<file path="src/tld_ram.sv">
// Generic single-port-write, single-port-read RAM with registered read.
module tld_ram #(
    parameter int WIDTH = 8,
    parameter int DEPTH = 16
) (
    input  logic                     clk,
    input  logic                     we,
    input  logic [$clog2(DEPTH)-1:0] waddr,
    input  logic [WIDTH-1:0]         wdata,
    input  logic [$clog2(DEPTH)-1:0] raddr,
    output logic [WIDTH-1:0]         rdata
);
    logic [WIDTH-1:0] mem [DEPTH];

    always_ff @(posedge clk)
    begin
        if (we)
        begin
            mem[waddr] <= wdata;
        end
        rdata <= mem[raddr];
    end
endmodule

</file>
<file path="config.mk">
export PLATFORM = sky130hd
export DESIGN_NAME = tld_ram
export DESIGN_NICKNAME = d
export VERILOG_FILES = /design/src/tld_ram.sv
export SDC_FILE = /design/constraint.sdc
export NUM_CORES = 1
export LEC_CHECK = 0
export BUFFER_PORTS_ARGS = -buffer_cell sky130_fd_sc_hd__clkbuf_2
export CAP_MARGIN = 20
export CORE_MARGIN = 2
export CORE_UTILIZATION = 45
export DETAILED_ROUTE_END_ITERATION = 7
export PLACE_DENSITY = 0.6
export SYNTH_ARGS = -nofsm -noshare
export SYNTH_HDL_FRONTEND = slang
export SYNTH_SLANG_ARGS = --single-unit
</file>
<file path="constraint.sdc">
create_clock -name clk -period 2.45 [get_ports clk]
set_input_delay 0.49 -clock clk [delete_from_list [all_inputs] [get_ports clk]]
set_output_delay 0.49 -clock clk [all_outputs]
set_load 0.01 [all_outputs]
</file>
======== After elaboration in Yosys (flattened, before gate mapping) ========
Memories as Yosys holds them, arrays and structs flattened. A register that Yosys moved wholly into a read port is not among the register bits.
Index checks and enable logic that the tools add are counted.
word-level totals
  register bits after elaboration ......... 0
  latch bits .............................. 0
  memory bits (writable) .................. 128
  memory bits (read-only) ................. 0
  input port bits ......................... 18
  word-level logic and storage cells ...... 3
  memories ................................ 1
memory list
  memory  depth  width  read ports  clocked after Yosys merged registers in  wr ports  RTL line  RTL
  mem     16     8      1           1                                        1         13        logic [WIDTH-1:0] mem [DEPTH];
operators by class
  $add $sub $neg .......................... 0
  multipliers ............................. 0
  div/mod/pow operators ................... 0
  magnitude comparators ................... 0
  equal/unequal tests ..................... 0
  shifts and indexed selects .............. 0
  muxes and demuxes ....................... 2
  bitwise logic cells ..................... 0
  reduce and logical (&&, ||, !) cells .... 0
operators by type and width
  kind     count
  $mux W1  2

======== Depth between registers and ports, before layout ========
  depth in word-level cells ............... 2
  mapped depth ............................ 5

======== Worst setup path after synthesis ========
Ideal clock, no wire load.
  path type ............................... in2reg
  start ................................... in waddr[2]
  end ..................................... mem mem[0][0], enable pin
  setup time .............................. 0.383 ns
  data arrival time ....................... 1.600 ns
  required time ........................... 2.067 ns
  slack ................................... 0.467 ns
  stages .................................. 2
  buffers on the path ..................... 0
  cell sequence ........................... or3b_2 -> nor3_1
RTL lines
  what             RTL line  RTL
  start, declared  8         input logic [$clog2(DEPTH)-1:0] waddr,
  end, declared    13
Straight into the memory's write port.

==> flow_summary_export.csv <==
group,metric,value,unit
synth,ys.flop_type,"edfxtp_1",
timing,fmax,606,MHz
floorplanning,ios,26,
synth,postSynthCellCount,229,
clocking,cts_root_buf,"clkbuf_16",
clocking,cts-htree-levels,4,
grt,grt_max_degree,17,
timing,fin_tns_setup,0,ns
hold_path,hold_class,"input port to register",
synth,avgSynthCellArea,22.5,µm²
pwr,power.density,868,mW/mm²
drt,first_pass_iters,4,
clocking,holdBufCountCts,0,
final_layout,fillCellCount,847,
synth,ys_seq_area_share,77.8,%
worst_setup_path,startpoint_type,"input port",
timing,fin_crit,1.65,ns
worst_setup_path,cp.required,2.74,ns
final_layout,nNetsFinal,304,
synth,syn_nets,247,
synth,synth_edf_count,128,
placement,gp_congestion,0.711,
drt,avgViaCountPerCell,5.49,
worst_setup_path,path_class,"input port to register",
clocking,cts_buffer_depth,2,
pwr,p_leak,2.12,nW
clocking,cts_tree,"done",
floorplanning,core_area,0.0113,mm²
grt,antenna_found_initial,0,
synth,synth_most_common_cell,"edfxtp_1",
grt,grt_util_all_layers,16.8,%
floorplanning,initial_utilization,45.7,%
timing,post-route-period-util,67.3,%
synth,yosysWarnings,0,
synth,synthesis.area,0.00515,mm²
pwr,power.total,5.33,mW
floorplanning,die-area,0.0123,mm²
timing,slew_violations,0,
floorplanning,rows,39,
floorplanning,die_w,111,µm
pwr,vdd_ir_drop_max,0.000513,V
final_layout,diodes,0,
worst_setup_path,path_max_fanout,14,
synth,ys_ff_latch,136,
clocking,ctsResizeCount,0,
drt,drc_errors,0,
timing,hold_viol_final,0,
timing,slew_headroom,61.5,%
clocking,clock-sinks,136,
drt,wirelength,9640,µm
outcome,status,"complete, no violations",
final_layout,syn_to_final_growth,19.4,%
timing,rsz0062_at_grt,"false",
timing,holdWs,0.508,ns
worst_setup_path,cp.arrival,1.94,ns
drt,dr.first_iter.drc_count,136,
floorplanning,die_h,111,µm
synth,ys_types,19,
drt,via_count,2427,
synth,yosysTopAreaCell,"edfxtp_1",
final_layout,stdcell_count,442,
synth,yosys-top-cells-count,"edfxtp_1 (128), mux4_2 (18), a22oi_1 (16), mux4_1 (14), nor2_1 (13)",
grt,gr-total-overflow,0,
clocking,cts_made_buffers,17,
synth,synthArstFlopShare,0,%
run,max-cap-violations,0,
grt,grt_pass1_vias,2498,
synth,netlist.area_leader.share,74.7,%
synth,ys_top_cells_by_area,"edfxtp_1 (75%), mux4_2 (7.9%), mux4_1 (7.1%), dfxtp_1 (3.1%), a22oi_1 (2.3%)",
worst_setup_path,endpoint_kind,"register",
placement,dp.cells,410,
clocking,clk_latency,0.41,ns
grt,grt_first_pass_wirelength,14800,µm
timing,setup_violations,0,
drt,wl_per_cell,21.8,µm
placement,dp_hpwl,6330,µm
final_layout,drive_gt1_share,32.1,%
placement,io_buffers,25,
drt,ant_nets,0,
clocking,postCtsSetupBuffers,0,
clocking,clk_pin_slew,0.05,ns
timing,fin_worst_skew,0.00599,ns
timing,worst_pin_slew,0.576,ns
final_layout,post-route-util,54.5,%
==> cell families (layout without fill, tap and decap cells) <==
family                 count (synthesis)  in the layout  synth area share, %
flip-flops                           136            136                 77.8
AO/OA/AOI/OAI                         16             16                 2.33
multiplexers                          32             32                 15.0
buffers and inverters                 10             80                 1.68
AND/OR/NAND/NOR                       35             35                 3.18
==> registers in the layout, summed over array words and instances (netlist names) <==
name   count
mem      128
rdata      8
==> report_power, final <==
| part | internal (mW) | switching [mW] | total (mW) |
|---|---|---|---|
| logic | 0.108 | 0.139 | 0.247 |
| registers | 2.60 | 0.0155 | 2.62 |
| clock network | 1.59 | 0.875 | 2.47 |
==> critical path, stage by stage <==
cell	delay [ns]
clkbuf_2	0.27
buf_12	0.21
mux4_1	0.61
a22oi_1	0.24
nand2_1	0.10
==> routing by layer <==
layer  track usage [%]  share of wire (%)
met5                 0                  0
met2              26.2                 50
met4              6.25                1.1
met3              4.43                3.3
met1              22.9                 46
==> area by class of cell <==
cell class,instances,area (µm²),share of cell area [%]
Clock buffer,23,488,7.94
Clock inverter,9,97.6,1.59
Multi-Input combinational cell,83,1060,17.2
Sequential cell,136,4000,65.1
Tap cell,143,179,2.91
Timing Repair Buffer,48,323,5.25
==> layout by cell type, fill, tap and decap left out, types with 2 or more instances in the layout <==
cell type and n:
buf_12 2, buf_4 21, mux4_2 18, nand2b_1 2
bufinv_16 2, nor2_1 13, nor3_1 4, nand3b_1 2
nand2_1 9, edfxtp_1 128, clkbuf_1 2, clkbuf_8 4
dfxtp_1 8, mux4_1 14, clkbuf_16 17, clkbuf_2 25
a22oi_1 16, clkinv_2 5
==> final timing paths <==
path | slack (ns) | to | start | cells after the start
worst max register to register | 1.08 | rdata[1]$_DFF_P_ | mem[5][1]$_DFFE_PP_ | 3
worst max-delay path | 0.80 | rdata[1]$_DFF_P_ | raddr[0] | 5
worst min-delay path | 0.51 | mem[5][4]$_DFFE_PP_ | wdata[4] | 1
worst min register to register | 0.67 | rdata[2]$_DFF_P_ | mem[14][2]$_DFFE_PP_ | 3
==> through the flow <==
stage	area, µm²	setup WS [ns]
after floorplan	5150	0.467
after global placement	5560	0.369
after detailed placement	5560	0.388
after CTS	6150	0.793
after global routing	6150	0.718
final	6150	0.801
Power figures use the tool's default switching activity.
